===== config.mk =====
export PLATFORM = sky130hd
export DESIGN_NAME = relay_close_pass_handshake
export DESIGN_NICKNAME = d
export VERILOG_FILES = /design/src/rtl/rcph_pkg.sv /design/src/rtl/relay_close_pass_handshake.sv /design/src/rtl/rcph_step.sv /design/src/rtl/rcph_out_reg.sv
export SDC_FILE = /design/constraint.sdc
export NUM_CORES = 1
export LEC_CHECK = 0
export ABC_AREA = 1
export BUFFER_PORTS_ARGS = -buffer_cell sky130_fd_sc_hd__buf_2
export CAP_MARGIN = 30
export CORE_MARGIN = 3
export CORE_UTILIZATION = 52
export DETAILED_ROUTE_END_ITERATION = 10
export PLACE_DENSITY = 0.78
export REMOVE_ABC_BUFFERS = 1
export SLEW_MARGIN = 10
export SYNTH_ARGS = -nofsm -noshare
export SYNTH_HDL_FRONTEND = slang
export SYNTH_SLANG_ARGS = --single-unit

===== constraint.sdc =====
create_clock -name clk -period 2.8 [get_ports clk]
set_input_delay 0.14 -clock clk [delete_from_list [all_inputs] [get_ports clk]]
set_output_delay 0.14 -clock clk [all_outputs]
set_load 0.05 [all_outputs]

===== src/rtl/rcph_pkg.sv =====
// ----------------------------------------------------------------------------
// rcph_pkg
// Shared types, codes and helpers for the close/pass handshake block.
// ----------------------------------------------------------------------------
package rcph_pkg;

    localparam int ADDR_W   = 32;
    localparam int PORT_W   = 16;
    localparam int CPORT_W  = 15;   // width of the port registers
    localparam int KIND_W   = 3;
    localparam int MODE_W   = 2;
    localparam int CODE_W   = 3;    // external phase code
    localparam int ERR_W    = 2;
    localparam int RETRY_W  = 8;
    localparam int CFG_IDX_W  = 3;
    localparam int CFG_DATA_W = 32;

    localparam logic [RETRY_W-1:0] MAX_TRIES = 8'd5;

    // Event modes
    localparam logic [MODE_W-1:0] MODE_START   = 2'd0;
    localparam logic [MODE_W-1:0] MODE_RECV    = 2'd1;
    localparam logic [MODE_W-1:0] MODE_TIMEOUT = 2'd2;
    localparam logic [MODE_W-1:0] MODE_SOCKERR = 2'd3;

    // Message kinds
    localparam logic [KIND_W-1:0] KIND_CLOSE   = 3'd0;
    localparam logic [KIND_W-1:0] KIND_CLOSING = 3'd1;
    localparam logic [KIND_W-1:0] KIND_CONFIRM = 3'd2;
    localparam logic [KIND_W-1:0] KIND_FIND    = 3'd3;
    localparam logic [KIND_W-1:0] KIND_READY   = 3'd4;

    // Error codes
    localparam logic [ERR_W-1:0] ERR_NONE    = 2'd0;
    localparam logic [ERR_W-1:0] ERR_RETRY   = 2'd1;
    localparam logic [ERR_W-1:0] ERR_SOCKET  = 2'd2;

    // External phase codes
    localparam logic [CODE_W-1:0] PCODE_IDLE = 3'd0;
    localparam logic [CODE_W-1:0] PCODE_REQ  = 3'd1;
    localparam logic [CODE_W-1:0] PCODE_HOLD = 3'd2;
    localparam logic [CODE_W-1:0] PCODE_PASS = 3'd3;
    localparam logic [CODE_W-1:0] PCODE_DONE = 3'd4;
    localparam logic [CODE_W-1:0] PCODE_FAIL = 3'd5;

    // Register indexes
    localparam logic [CFG_IDX_W-1:0] REG_UP_ADDR   = 3'd0;
    localparam logic [CFG_IDX_W-1:0] REG_UP_PORT   = 3'd1;
    localparam logic [CFG_IDX_W-1:0] REG_NEXT_ADDR = 3'd2;
    localparam logic [CFG_IDX_W-1:0] REG_NEXT_PORT = 3'd3;
    localparam logic [CFG_IDX_W-1:0] REG_PASS_EN   = 3'd4;

    typedef enum logic [5:0] {
        PH_IDLE = 6'b000001,
        PH_REQ  = 6'b000010,
        PH_HOLD = 6'b000100,
        PH_PASS = 6'b001000,
        PH_DONE = 6'b010000,
        PH_FAIL = 6'b100000
    } phase_t;

    typedef struct packed {
        logic [ADDR_W-1:0]  upstream_address;
        logic [CPORT_W-1:0] upstream_port;
        logic [ADDR_W-1:0]  next_address;
        logic [CPORT_W-1:0] pass_port;
        logic               pass_enabled;
    } cfg_t;

    typedef struct packed {
        phase_t             phase;
        logic [RETRY_W-1:0] retry_count;
        logic [ERR_W-1:0]   fail_reason;
    } state_t;

    typedef struct packed {
        logic [MODE_W-1:0] mode;
        logic [KIND_W-1:0] message_kind;
        logic              empty_datagram;
        logic [ADDR_W-1:0] source_address;
        logic [PORT_W-1:0] source_port;
    } event_t;

    typedef struct packed {
        logic              send_valid;
        logic [KIND_W-1:0] send_kind;
        logic [ADDR_W-1:0] send_address;
        logic [PORT_W-1:0] send_port;
        logic [CODE_W-1:0] phase;
        logic [ERR_W-1:0]  error_code;
    } result_t;

    function automatic logic [CODE_W-1:0] phase_code(input phase_t ph);
        logic [CODE_W-1:0] code;
        case (ph)
            PH_IDLE: code = PCODE_IDLE;
            PH_REQ:  code = PCODE_REQ;
            PH_HOLD: code = PCODE_HOLD;
            PH_PASS: code = PCODE_PASS;
            PH_DONE: code = PCODE_DONE;
            PH_FAIL: code = PCODE_FAIL;
            default: code = PCODE_IDLE;
        endcase
        return code;
    endfunction

endpackage


===== src/rtl/relay_close_pass_handshake.sv =====
// ----------------------------------------------------------------------------
// relay_close_pass_handshake
// Close handshake with token passing over datagrams: one result per event.
// ----------------------------------------------------------------------------
// Each event request on the s_ side produces exactly one result request on the
// m_ side, the cycle after it is accepted. The block takes one event per cycle:
// the event is decoded against the phase and retry count in a single pass and
// lands in the result register. A new event is taken while the previous result
// is being taken, so the only stall is a full result register with m_tready
// low. The user must write registers through the cfg port only while no event
// is in flight, unenforced by the block; done and failed hold until reset.
module relay_close_pass_handshake (
    input  logic        clk,
    input  logic        rst_n,
    // event in
    input  logic        s_tvalid,
    output logic        s_tready,
    // [1:0] mode, [4:2] message_kind, [5] empty_datagram,
    // [37:6] source_address, [53:38] source_port, [55:54] zero
    input  logic [55:0] s_tdata,
    // result out
    output logic        m_tvalid,
    input  logic        m_tready,
    // [0] send_valid, [3:1] send_kind, [35:4] send_address,
    // [51:36] send_port, [54:52] phase, [56:55] error_code, [63:57] zero
    output logic [63:0] m_tdata,
    // configuration
    input  logic                              cfg_we,
    input  logic [rcph_pkg::CFG_IDX_W-1:0]    cfg_index,
    input  logic [rcph_pkg::CFG_DATA_W-1:0]   cfg_data
);

    rcph_pkg::cfg_t    cfg_reg;
    rcph_pkg::state_t  state_reg;
    rcph_pkg::state_t  state_next;
    rcph_pkg::event_t  ev;
    rcph_pkg::result_t res;
    rcph_pkg::result_t out_q;
    logic              accept;

    assign ev.mode           = s_tdata[1:0];
    assign ev.message_kind   = s_tdata[4:2];
    assign ev.empty_datagram = s_tdata[5];
    assign ev.source_address = s_tdata[37:6];
    assign ev.source_port    = s_tdata[53:38];

    assign accept = s_tvalid && s_tready;

    always_ff @(posedge clk or negedge rst_n)
    begin
        if (!rst_n)
        begin
            cfg_reg.upstream_address <= '0;
            cfg_reg.upstream_port    <= 15'd1;
            cfg_reg.next_address     <= '0;
            cfg_reg.pass_port        <= 15'd1;
            cfg_reg.pass_enabled     <= 1'b0;
        end
        else if (cfg_we)
        begin
            case (cfg_index)
                rcph_pkg::REG_UP_ADDR:   cfg_reg.upstream_address <= cfg_data;
                rcph_pkg::REG_UP_PORT:   cfg_reg.upstream_port <= cfg_data[rcph_pkg::CPORT_W-1:0];
                rcph_pkg::REG_NEXT_ADDR: cfg_reg.next_address <= cfg_data;
                rcph_pkg::REG_NEXT_PORT: cfg_reg.pass_port <= cfg_data[rcph_pkg::CPORT_W-1:0];
                rcph_pkg::REG_PASS_EN:   cfg_reg.pass_enabled <= cfg_data[0];
                default:                 ;
            endcase
        end
    end

    always_ff @(posedge clk or negedge rst_n)
    begin
        if (!rst_n)
        begin
            state_reg.phase       <= rcph_pkg::PH_IDLE;
            state_reg.retry_count <= '0;
            state_reg.fail_reason <= rcph_pkg::ERR_NONE;
        end
        else if (accept)
        begin
            state_reg <= state_next;
        end
    end

    rcph_step u_step (
        .cfg (cfg_reg),
        .cur (state_reg),
        .ev  (ev),
        .nxt (state_next),
        .res (res)
    );

    rcph_out_reg u_out (
        .clk   (clk),
        .rst_n (rst_n),
        .load  (accept),
        .d     (res),
        .take  (m_tready),
        .ready (s_tready),
        .valid (m_tvalid),
        .q     (out_q)
    );

    assign m_tdata = {7'd0, out_q.error_code, out_q.phase, out_q.send_port,
                      out_q.send_address, out_q.send_kind, out_q.send_valid};

    // terminal phases never leave
    a_done_sticky: assert property (@(posedge clk) disable iff (!rst_n)
        state_reg.phase == rcph_pkg::PH_DONE |=> state_reg.phase == rcph_pkg::PH_DONE)
        else $error("done phase left");

    a_fail_sticky: assert property (@(posedge clk) disable iff (!rst_n)
        state_reg.phase == rcph_pkg::PH_FAIL |=> state_reg.phase == rcph_pkg::PH_FAIL)
        else $error("failed phase left");

    // retry counter never reaches the limit outside failure
    a_retry_bound: assert property (@(posedge clk) disable iff (!rst_n)
        state_reg.phase != rcph_pkg::PH_FAIL |-> state_reg.retry_count < rcph_pkg::MAX_TRIES)
        else $error("retry count at limit without failure");

    // an error code is only reported together with the failed phase
    a_err_phase: assert property (@(posedge clk) disable iff (!rst_n)
        m_tvalid && out_q.error_code != rcph_pkg::ERR_NONE |-> out_q.phase == rcph_pkg::PCODE_FAIL)
        else $error("error code outside failed phase");

    // the result register reflects the state updated by the same request
    a_out_tracks_state: assert property (@(posedge clk) disable iff (!rst_n)
        accept |=> out_q.phase == rcph_pkg::phase_code(state_reg.phase))
        else $error("result phase differs from state");

endmodule


===== src/rtl/rcph_step.sv =====
// ----------------------------------------------------------------------------
// rcph_step
// Next-state and reply logic for one event, purely combinational.
// ----------------------------------------------------------------------------
module rcph_step (
    input  rcph_pkg::cfg_t    cfg,
    input  rcph_pkg::state_t  cur,
    input  rcph_pkg::event_t  ev,
    output rcph_pkg::state_t  nxt,
    output rcph_pkg::result_t res
);

    logic                              has_msg;
    logic                              from_up;
    logic                              from_next;
    logic [rcph_pkg::RETRY_W-1:0]      retry_inc;
    logic                              retry_hit;
    logic                              tx_valid;
    logic [rcph_pkg::KIND_W-1:0]       tx_kind;
    logic [rcph_pkg::ADDR_W-1:0]       tx_addr;
    logic [rcph_pkg::PORT_W-1:0]       tx_port;
    logic [rcph_pkg::PORT_W-1:0]       up_port;
    logic [rcph_pkg::PORT_W-1:0]       nx_port;

    assign up_port   = {1'b0, cfg.upstream_port};
    assign nx_port   = {1'b0, cfg.pass_port};
    assign has_msg   = (ev.mode == rcph_pkg::MODE_RECV) && !ev.empty_datagram;
    assign from_up   = (ev.source_address == cfg.upstream_address) && (ev.source_port == up_port);
    assign from_next = (ev.source_address == cfg.next_address) && (ev.source_port == nx_port);
    assign retry_inc = cur.retry_count + 1'b1;
    assign retry_hit = retry_inc >= rcph_pkg::MAX_TRIES;

    always_comb
    begin
        nxt      = cur;
        tx_valid = 1'b0;
        tx_kind  = '0;
        tx_addr  = '0;
        tx_port  = '0;

        case (cur.phase)
            rcph_pkg::PH_IDLE:
            begin
                if (ev.mode == rcph_pkg::MODE_START)
                begin
                    nxt.phase       = rcph_pkg::PH_REQ;
                    nxt.retry_count = '0;
                    tx_valid = 1'b1;
                    tx_kind  = rcph_pkg::KIND_CLOSE;
                    tx_addr  = cfg.upstream_address;
                    tx_port  = up_port;
                end
            end
            rcph_pkg::PH_REQ:
            begin
                if (ev.mode == rcph_pkg::MODE_SOCKERR)
                begin
                    nxt.phase       = rcph_pkg::PH_FAIL;
                    nxt.fail_reason = rcph_pkg::ERR_SOCKET;
                end
                else if (ev.mode == rcph_pkg::MODE_TIMEOUT)
                begin
                    nxt.retry_count = retry_inc;
                    if (retry_hit)
                    begin
                        nxt.phase       = rcph_pkg::PH_FAIL;
                        nxt.fail_reason = rcph_pkg::ERR_RETRY;
                    end
                    else
                    begin
                        tx_valid = 1'b1;
                        tx_kind  = rcph_pkg::KIND_CLOSE;
                        tx_addr  = cfg.upstream_address;
                        tx_port  = up_port;
                    end
                end
                else if (ev.mode == rcph_pkg::MODE_RECV)
                begin
                    nxt.retry_count = '0;
                    tx_valid = 1'b1;
                    if (has_msg && ev.message_kind == rcph_pkg::KIND_CLOSING && from_up)
                    begin
                        nxt.phase = rcph_pkg::PH_HOLD;
                        tx_kind   = rcph_pkg::KIND_CONFIRM;
                        tx_addr   = ev.source_address;
                        tx_port   = ev.source_port;
                    end
                    else
                    begin
                        tx_kind = rcph_pkg::KIND_CLOSE;
                        tx_addr = cfg.upstream_address;
                        tx_port = up_port;
                    end
                end
            end
            rcph_pkg::PH_HOLD:
            begin
                if (ev.mode == rcph_pkg::MODE_SOCKERR)
                begin
                    nxt.phase       = rcph_pkg::PH_FAIL;
                    nxt.fail_reason = rcph_pkg::ERR_SOCKET;
                end
                else if (has_msg)
                begin
                    if (ev.message_kind == rcph_pkg::KIND_FIND)
                    begin
                        tx_valid = 1'b1;
                        tx_kind  = rcph_pkg::KIND_READY;
                        tx_addr  = ev.source_address;
                        tx_port  = ev.source_port;
                    end
                    else if (ev.message_kind == rcph_pkg::KIND_CLOSING && from_up)
                    begin
                        tx_valid = 1'b1;
                        tx_kind  = rcph_pkg::KIND_CONFIRM;
                        tx_addr  = ev.source_address;
                        tx_port  = ev.source_port;
                    end
                    else if (ev.message_kind == rcph_pkg::KIND_CLOSE && cfg.pass_enabled
                             && from_next)
                    begin
                        nxt.phase       = rcph_pkg::PH_PASS;
                        nxt.retry_count = '0;
                        tx_valid = 1'b1;
                        tx_kind  = rcph_pkg::KIND_CLOSING;
                        tx_addr  = cfg.next_address;
                        tx_port  = nx_port;
                    end
                end
            end
            rcph_pkg::PH_PASS:
            begin
                if (ev.mode == rcph_pkg::MODE_SOCKERR)
                begin
                    nxt.phase       = rcph_pkg::PH_FAIL;
                    nxt.fail_reason = rcph_pkg::ERR_SOCKET;
                end
                else if (ev.mode == rcph_pkg::MODE_TIMEOUT)
                begin
                    nxt.retry_count = retry_inc;
                    if (retry_hit)
                    begin
                        nxt.phase       = rcph_pkg::PH_FAIL;
                        nxt.fail_reason = rcph_pkg::ERR_RETRY;
                    end
                    else
                    begin
                        tx_valid = 1'b1;
                        tx_kind  = rcph_pkg::KIND_CLOSING;
                        tx_addr  = cfg.next_address;
                        tx_port  = nx_port;
                    end
                end
                else if (ev.mode == rcph_pkg::MODE_RECV)
                begin
                    nxt.retry_count = '0;
                    if (has_msg && ev.message_kind == rcph_pkg::KIND_CONFIRM && from_next)
                    begin
                        nxt.phase = rcph_pkg::PH_DONE;
                    end
                    else
                    begin
                        tx_valid = 1'b1;
                        tx_kind  = rcph_pkg::KIND_CLOSING;
                        tx_addr  = cfg.next_address;
                        tx_port  = nx_port;
                    end
                end
            end
            default:
            begin
                // done and failed are terminal
            end
        endcase
    end

    always_comb
    begin
        res.send_valid   = tx_valid;
        res.send_kind    = tx_kind;
        res.send_address = tx_addr;
        res.send_port    = tx_port;
        res.phase        = rcph_pkg::phase_code(nxt.phase);
        res.error_code   = (nxt.phase == rcph_pkg::PH_FAIL) ? nxt.fail_reason
                                                            : rcph_pkg::ERR_NONE;
    end

endmodule


===== src/rtl/rcph_out_reg.sv =====
// ----------------------------------------------------------------------------
// rcph_out_reg
// Result register with valid flag; takes a new result when empty or as the held one is taken.
// ----------------------------------------------------------------------------
module rcph_out_reg (
    input  logic              clk,
    input  logic              rst_n,
    input  logic              load,
    input  rcph_pkg::result_t d,
    input  logic              take,
    output logic              ready,
    output logic              valid,
    output rcph_pkg::result_t q
);

    logic              valid_reg;
    logic              valid_next;
    rcph_pkg::result_t data_reg;

    assign ready      = !valid_reg || take;
    assign valid_next = load ? 1'b1 : (take ? 1'b0 : valid_reg);

    always_ff @(posedge clk or negedge rst_n)
    begin
        if (!rst_n)
        begin
            valid_reg <= 1'b0;
        end
        else
        begin
            valid_reg <= valid_next;
        end
    end

    always_ff @(posedge clk)
    begin
        if (load)
        begin
            data_reg <= d;
        end
    end

    assign valid = valid_reg;
    assign q     = data_reg;

endmodule


Word-level counts from Yosys, hierarchy flattened
Index checks and enable logic that the tools add are counted.

Magnitude comparators: 1. Eq/ne operators: 33. Reductions and logical operators: 26. Mux-type cells: 91. $add $sub $neg: 1.

Operators with widths (number): $mux W32 (16); $mux W16 (10); $pmux W32 S4 (1); $mux W14 (9); $mux W15 (6); $eq A32 B32 Y1 (2); $pmux W16 S4 (1); $pmux W14 S4 (1); $mux W6 (6); $eq A16 B15 Y1 (2); $mux W3 (10); $mux W8 (3); $mux W1 (19); $pmux W3 S5 (1); $eq A3 B2 Y1 const B (4); $eq A6 B2 Y1 const B (2); $eq A6 B3 Y1 const B (2); $eq A6 B4 Y1 const B (2); $reduce_and A12 Y1 (1); $logic_and A1 B1 Y1 (11); $mux W2 (5); $ne A2 B2 Y1 const B (5); $reduce_and A2 Y1 (5); $pmux W3 S3 (1); 20 further kinds (27).

Bits in registers: 169. Word-level logic and storage cells: 167. Output and inout port bits: 66. Input port bits: 96.

Depth between registers and ports, before layout
Gate-level depths: netlist of run 1.

Depth in word-level cells: 11. Depth in mapped cells: 18. Depth with buffers taken out: 18.

Modules after synthesis
A second synthesis of run 1 with hierarchy kept.

Cell total of the unflattened synthesis: 1473. Area total of the unflattened synthesis: 10636.5 µm².

Modules (own cells, without submodules): relay_close_pass_handshake (instances 1, sequential area each 2781.4 µm², cells each 500, area an instance 4493.1 µm²); rcph_step (instances 1, sequential area each 0.0 µm², cells each 911, area an instance 4386.7 µm²); rcph_out_reg (instances 1, sequential area each 1736.7 µm², cells each 62, area an instance 1756.7 µm²).

Worst setup path after synthesis of run 1
OpenSTA, ideal clock, no wires.

Path type: flip-flop to flip-flop. From: reg u_out.valid_reg, in the netlist u_out.valid. To: reg u_out.data_reg (netlist bit u_out.q[0]) (enable). Arrival time: 3.100 ns. Path buffers: 1. Library setup time: 0.443 ns. Path slack: -0.743 ns. Data required time: 2.357 ns. Stages on the path, launching flop included: 5. Clock period less this slack: 3.543 ns. Cells stage by stage: dfrtp_1 nand2_1 nand2_1 inv_1 clkbuf_1.

Longest elaborated chain between the ends: 3.

Ends and longest elaborated chain: from (decl) (RTL line rcph_out_reg.sv:16) `logic valid_reg;`; from (signal assigned) (RTL line rcph_out_reg.sv:31) `valid_reg <= valid_next;`; $logic_not A1 Y1 (RTL line rcph_out_reg.sv:20) `assign ready = !valid_reg || take;`; $logic_or A1 B1 Y1 (RTL line rcph_out_reg.sv:20); net s_tready (RTL line relay_close_pass_handshake.sv:17) `output logic s_tready,`; $logic_and A1 B1 Y1 (RTL line relay_close_pass_handshake.sv:47) `assign accept = s_tvalid && s_tready;`; net accept (RTL line relay_close_pass_handshake.sv:39) `logic accept;`; to (signal assigned) (RTL line rcph_out_reg.sv:39) `data_reg <= d;`; to (decl) (RTL line rcph_out_reg.sv:18) `rcph_pkg::result_t data_reg;`.

The timed path passes the listed nets, and every way through them passes these cells. A chain may end at the register's enable or synchronous reset.

==> results of run 1 <==
## how the worst max path moves through the flow
stage | startpoint | end | cells past startpoint
after global routing | cfg_reg[1] | u_out.q[30] | 15
after global placement | cfg_reg[1] | u_out.q[50] | 16
after CTS | cfg_reg[1] | u_out.q[39] | 16
after floorplan | u_out.valid | state_reg[2] | 7
after detailed placement | cfg_reg[1] | u_out.q[27] | 16
final | cfg_reg[1] | u_out.q[30] | 15
## layer usage
metal  vias up  track usage
li1       4771            -
met1      4527       0.4218
met2       599       0.4770
met3       102      0.05985
met4         0       0.1276
met5         -            0
## cell families (layout without fill, tap and decap cells)
logic type	count (synthesis)	after routing	share of synthesized area
xor+xnor	18	18	0.01583
compound gates	272	272	0.1572
flops	169	169	0.4535
other cells	1	10	0.0003764
fa+ha+maj	3	3	0.003768
simple gates	665	665	0.2685
buf+inv	247	417	0.1007
## per-stage QoR
step	instances	setup slack [ns]	setup TNS, ns	hold WS, ns
2_1_floorplan	1329	-0.7924	-16.18	-0.1556
3_3_place_gp	1736	0.2910	0	0.2575
3_5_place_dp	1736	0.2821	0	0.2630
4_1_cts	1778	0.2435	0	0.00002270
5_1_grt	1782	0.02715	0	0.007712
6_report	1783	0.2036	0	-0.004021
## power breakdown
group	switching [W]	internal (W)	total (W)	leakage, nW
logic	0.00155	0.000663	0.00222	3.60
registers	0.000311	0.00297	0.00328	1.99
clock network	0.00101	0.00135	0.00236	0.283
total	0.00287	0.00499	0.00786	5.88
## repair_timing
action	CTS	global route
resized for setup	0	3
hold buffers	10	1
hold endpoints to repair	67	1
setup endpoints to repair	0	14
## placed cells by master, fill, tap and decap left out, types with 20 or more instances in the layout
cell type	n
o311ai_1	23
buf_4	24
o21ai_0	139
dfrtp_1	109
a21oi_1	31
edfxtp_1	57
nand2_1	475
nand3_1	27
inv_2	20
nor2_1	117
o22ai_1	40
buf_2	151
inv_1	174
## layout make-up
| class | count | area share |
|---|---|---|
| repair buffers | 190 | 0.09491 |
| diodes | 3 | 0.0006405 |
| clock inverters | 10 | 0.007687 |
| flip-flops and latches | 169 | 0.3855 |
| inverters | 195 | 0.06245 |
| multi-input cells | 965 | 0.3820 |
| clock buffers | 22 | 0.04238 |
| well taps | 229 | 0.02445 |
## worst max-delay path, cell delays in order (launching register included)
cell,delay [ns]
dfstp_2,0.56
inv_1,0.05
nand2_1,0.05
nand2_1,0.04
nor2_1,0.14
nand2_1,0.11
nor2_1,0.10
nand2_1,0.12
nor2_2,0.14
nand3_1,0.13
nor3_2,0.21
nand2_1,0.07
nand2_1,0.10
buf_4,0.29
nand2_1,0.10
o311ai_1,0.13
## synth_stat cells (all sizes together), types with 2 or more instances
library cell / number
a21oi: 32
nor2: 123
dfrtp: 109
clkbuf: 35
a221oi: 2
a31oi: 10
nand2: 479
inv: 194
nor3: 4
o2111ai: 2
buf: 17
o211ai: 12
xor2: 7
o22ai: 40
o311ai: 23
nand4: 18
a211oi: 2
edfxtp: 57
dfstp: 3
nand3: 30
or2: 7
xnor2: 11
ha: 3
o21ai: 147
==> metrics, run 1 <==
cell taking the most area after synthesis dfrtp_1; clock-pin slew on the worst setup and hold paths 0.06 ns; first-pass GRT wire length 49,170 um; die area 0.02085 mm^2; Slew Viols, Final 0; maxcap violations 0; Clock H-tree levels 4; ANT nets after route 0; clock tree buffer depth 2; Layout area overhead 17.65%; Avg Cell Area, Syn 7.245 um^2; DRT Pass-1 Iters 6; Synth cell types 45; Worst-Margin Slew 0.9083 ns; worst vdd ir 0.0004213 V; Hold EP cfg_reg[45]; initial DRC count 1,247; M1 WL 12,620 um; number of synthesized flops with an enable pin 57; Die Ht 144.4 um; Max Fanout on Critical Path 20; fmax 385.1 MHz; R2R Path End u_out.q[30]; Routed WL per cell 17.67 um; initial core utilization 0.5416; Static Leakage 5.876 nW; CP Launch Type register; Most used DFF post-synth dfrtp_1; post-CTS setup buffers 0; die width 144.4 um; worst-skew pair later-pin latency 0.44 ns; Post-Synthesis Cells 1,375; total power 0.007861 W; Reg2Reg Depth 15; vias in the first global route 9,409; post-detailed-routing wire length 31,510 um; Hold Vio Cnt, Final 2; NumNets Final 1,637; area of the multi-input gates 0.004477 mm^2; post-synthesis register bit count 169; total global-route track usage 0.3065; WP data required 2.99 ns; layout cell share with drive strength beyond 1 0.1631; TritonCTS clock tree yes; Clock Skew 0.009640 ns; post-route cell area 0.01172 mm^2; Worst Hold Class in -> reg; status complete, but fails checks; register area share after synthesis 0.4535; fillers 1,618; initial antenna violation count 3; # IOs 162; total gr overflow 0; DP HPWL 21,870 um; Core Region 0.01839 mm^2; clk sink count 169; Min Hold Slack -0.004021 ns; unrepaired setup endpoints after global routing no; final setup vio count 0; DP Area 0.01099 mm^2; Final Util 0.6372; drt drc 0; largest net degree at the start of global routing 67; Synth Cell Area 0.009962 mm^2; met2 wire length 14,300 um; sequential cell area 0.004518 mm^2; clock root buffer clkbuf_16; Final min period 2.596 ns; DR WL met3 3448 um; Top Metal Used met4; Yosys top cell area share 0.2738; nature of the critical path endpoint register; asr flop ratio synth 0.6627; WS Path Type reg -> reg; via count 9,999; Yosys warning total 0; Port-buffer cells 152; cell area power density 670.7 mW/mm^2; Tcrit/Tclk final 0.9273; Vias/cell 5.608; hold depth 3; critical hold path startpoint cfg_data[29]; RD Place Congestion 0.9447; crit path DAT 2.79 ns; max reg flops 95; r2r setup slk 0.20 ns; CTS Buf Count 17; row count 49; top post-synthesis cells by area dfrtp_1 27%, nand2_1 18%, edfxtp_1 17%; violated checks negative hold slack; Slew HR 0.3945; worst r2r src cfg_reg[1]
No activity file was read; power rests on OpenSTA's default activity.
==> run 2, diff against run 1 <==
- CAP_MARGIN: 30 -> not set
- CORE_UTILIZATION: 52 -> 60
- PLACE_DENSITY: 0.78 -> 0.85
- clock period: 2.8 -> 3.1 ns (I/O delays scaled with it)
==> run 2 against run 1 <==
  * The run now ends clean
  * Die area down 13%
  * Sequential share of layout area up 0.59 points
  * Utilization increased by 8.2 points
  * Largest power group unchanged
  * Highest routed layer is now met5
==> metrics, run 2 (synthesis results as in run 1) <==
Port-buffer cells 152; TritonCTS clock tree yes; Top delay family on crit path simple AND/OR/NAND/NOR gates; crit path cell chain ha_1 > nand3_1 > nor2_1 > xor2_1 > nor2_1 > nand3_1 > nand2_1 > nand3_1 > nand2_1 > buf_4 > nand2_1 > o311ai_1; Slew HR 0.1736; status completed; Tcrit/Tclk final 0.8997; initial antenna violation count 1; die area 0.01819 mm^2; most common cell after layout, fill and taps aside nand2_1; post-CTS sizing 0; Hold Vio Cnt, Final 0; maxcap violations 0; Vias/cell 5.733; clock-pin slew on the worst setup and hold paths 0.06 ns; Min Hold Slack 0.005710 ns; CP max stage delay 0.45 ns; final setup vio count 0; clock root buffer clkbuf_16; drt drc 0; Slew Viols, Final 0; hold depth 3; worst r2r src state_reg[2]; post-detailed-routing wire length 30,190 um; total power 0.007007 W; Clock Skew 0.009385 ns; DRT Pass-1 Iters 6; worst vdd ir 0.0004506 V; Placed Cells 1,717; clock tree buffer depth 2; post-place setup slack 0.4593 ns; Clock H-tree levels 4; Static Leakage 5.805 nW; Layout area overhead 15.86%; total global-route track usage 0.3341; fin cells 1,754; Worst Setup SP state_reg[2]; max reg flops 95; Worst Hold Class in -> reg; Reg2Reg Depth 12; first-pass GRT wire length 47,180 um; fmax 358.5 MHz; crit path DAT 2.99 ns; post-CTS setup buffers 0; nature of the critical path endpoint register; Max Fanout on Critical Path 30; Hold EP cfg_reg[45]; R2R Path End u_out.q[25]; row count 46; layout cell share with drive strength beyond 1 0.1554; Final WS setup 0.3110 ns; total gr overflow 0; WP data required 3.30 ns; number of diodes 0; die width 134.9 um; WS Path Type reg -> reg; worst-skew pair later-pin latency 0.44 ns; RD Place Congestion 0.9490; initial core utilization 0.6204; initial DRC count 1,237; vias in the first global route 9,359; Core Region 0.01606 mm^2; critical path buffer and inverter count 1; CTS Buf Count 17; cell area power density 607.0 mW/mm^2; CP Launch Type register; clk sink count 169; NumNets Final 1,624; DP HPWL 20,690 um; fillers 1,281; cts hold-fix bufs 5; commonest non-fill, non-tap cells in the layout 475 x nand2_1, 174 x inv_1, 151 x buf_2; largest net degree at the start of global routing 70; Final min period 2.789 ns; Worst-Margin Slew 1.235 ns; Routed WL per cell 17.21 um; ANT nets after route 0; critical hold path startpoint cfg_data[29]; Die Ht 134.9 um; unrepaired setup endpoints after global routing no; CP max stage cell dfrtp_1; r2r setup slk 0.31 ns; via count 10,060; # IOs 162
==> run 2: changes by cell type in the layout (fill, tap and decap cells not counted), sizes merged <==
cell	delta
buf	-7
dlygate4sd3	-6
clkbuf	+4
diode	-3
clkinv	-2
clkinvlp	-2
==> run 2: cell type report <==
class | count | area, um^2 | area share
clock buffers | 26 | 501.7 | 0.04347
clock inverters | 6 | 61.31 | 0.005312
inverters | 195 | 732.0 | 0.06341
multi-input cells | 965 | 4471 | 0.3873
flip-flops and latches | 169 | 4518 | 0.3914
well taps | 216 | 270.3 | 0.02341
repair buffers | 177 | 988.4 | 0.08564
==> run 2: worst max path at each step <==
stage / depth (start not counted) / end
2_1_floorplan: 7 / state_reg[2]
3_3_place_gp: 12 / u_out.q[25]
3_5_place_dp: 12 / u_out.q[25]
4_1_cts: 12 / u_out.q[25]
5_1_grt: 12 / u_out.q[39]
6_report: 12 / u_out.q[25]
==> run 2: where the power goes <==
part           internal [W]  leakage (nW)  total, W  switching, W
combinational      0.000584          3.54   0.00197       0.00139
clock               0.00120         0.273   0.00207      0.000872
sequential          0.00268          1.99   0.00296      0.000278
==> run 2: metrics by stage <==
stage	util	setup TNS, ns	instance area [um^2]
3_3_place_gp	0.6806	0	10930
4_1_cts	0.7188	0	11540
5_1_grt	0.7188	0	11540
2_1_floorplan	-	-3.939	9713
6_report	0.7188	0	11540
3_5_place_dp	0.6806	0	10930
==> run 2: per-layer routing <==
| layer | share of wire | GRT usage | routed length, um |
|---|---|---|---|
| met1 | 0.39 | 0.4545 | 11750 |
| met2 | 0.45 | 0.5195 | 13580 |
| met3 | 0.12 | 0.08048 | 3726 |
| met4 | 0.037 | 0.1352 | 1124 |
| met5 | 0.00023 | 0 | 7 |
==> run 2: worst reg2reg max path: stages (launching register included) <==
cell	delay, ns
dfrtp_1	0.45
ha_1	0.26
nand3_1	0.12
nor2_1	0.06
xor2_1	0.15
nor2_1	0.11
nand3_1	0.20
nand2_1	0.28
nand3_1	0.15
nand2_1	0.13
buf_4	0.39
nand2_1	0.11
o311ai_1	0.15
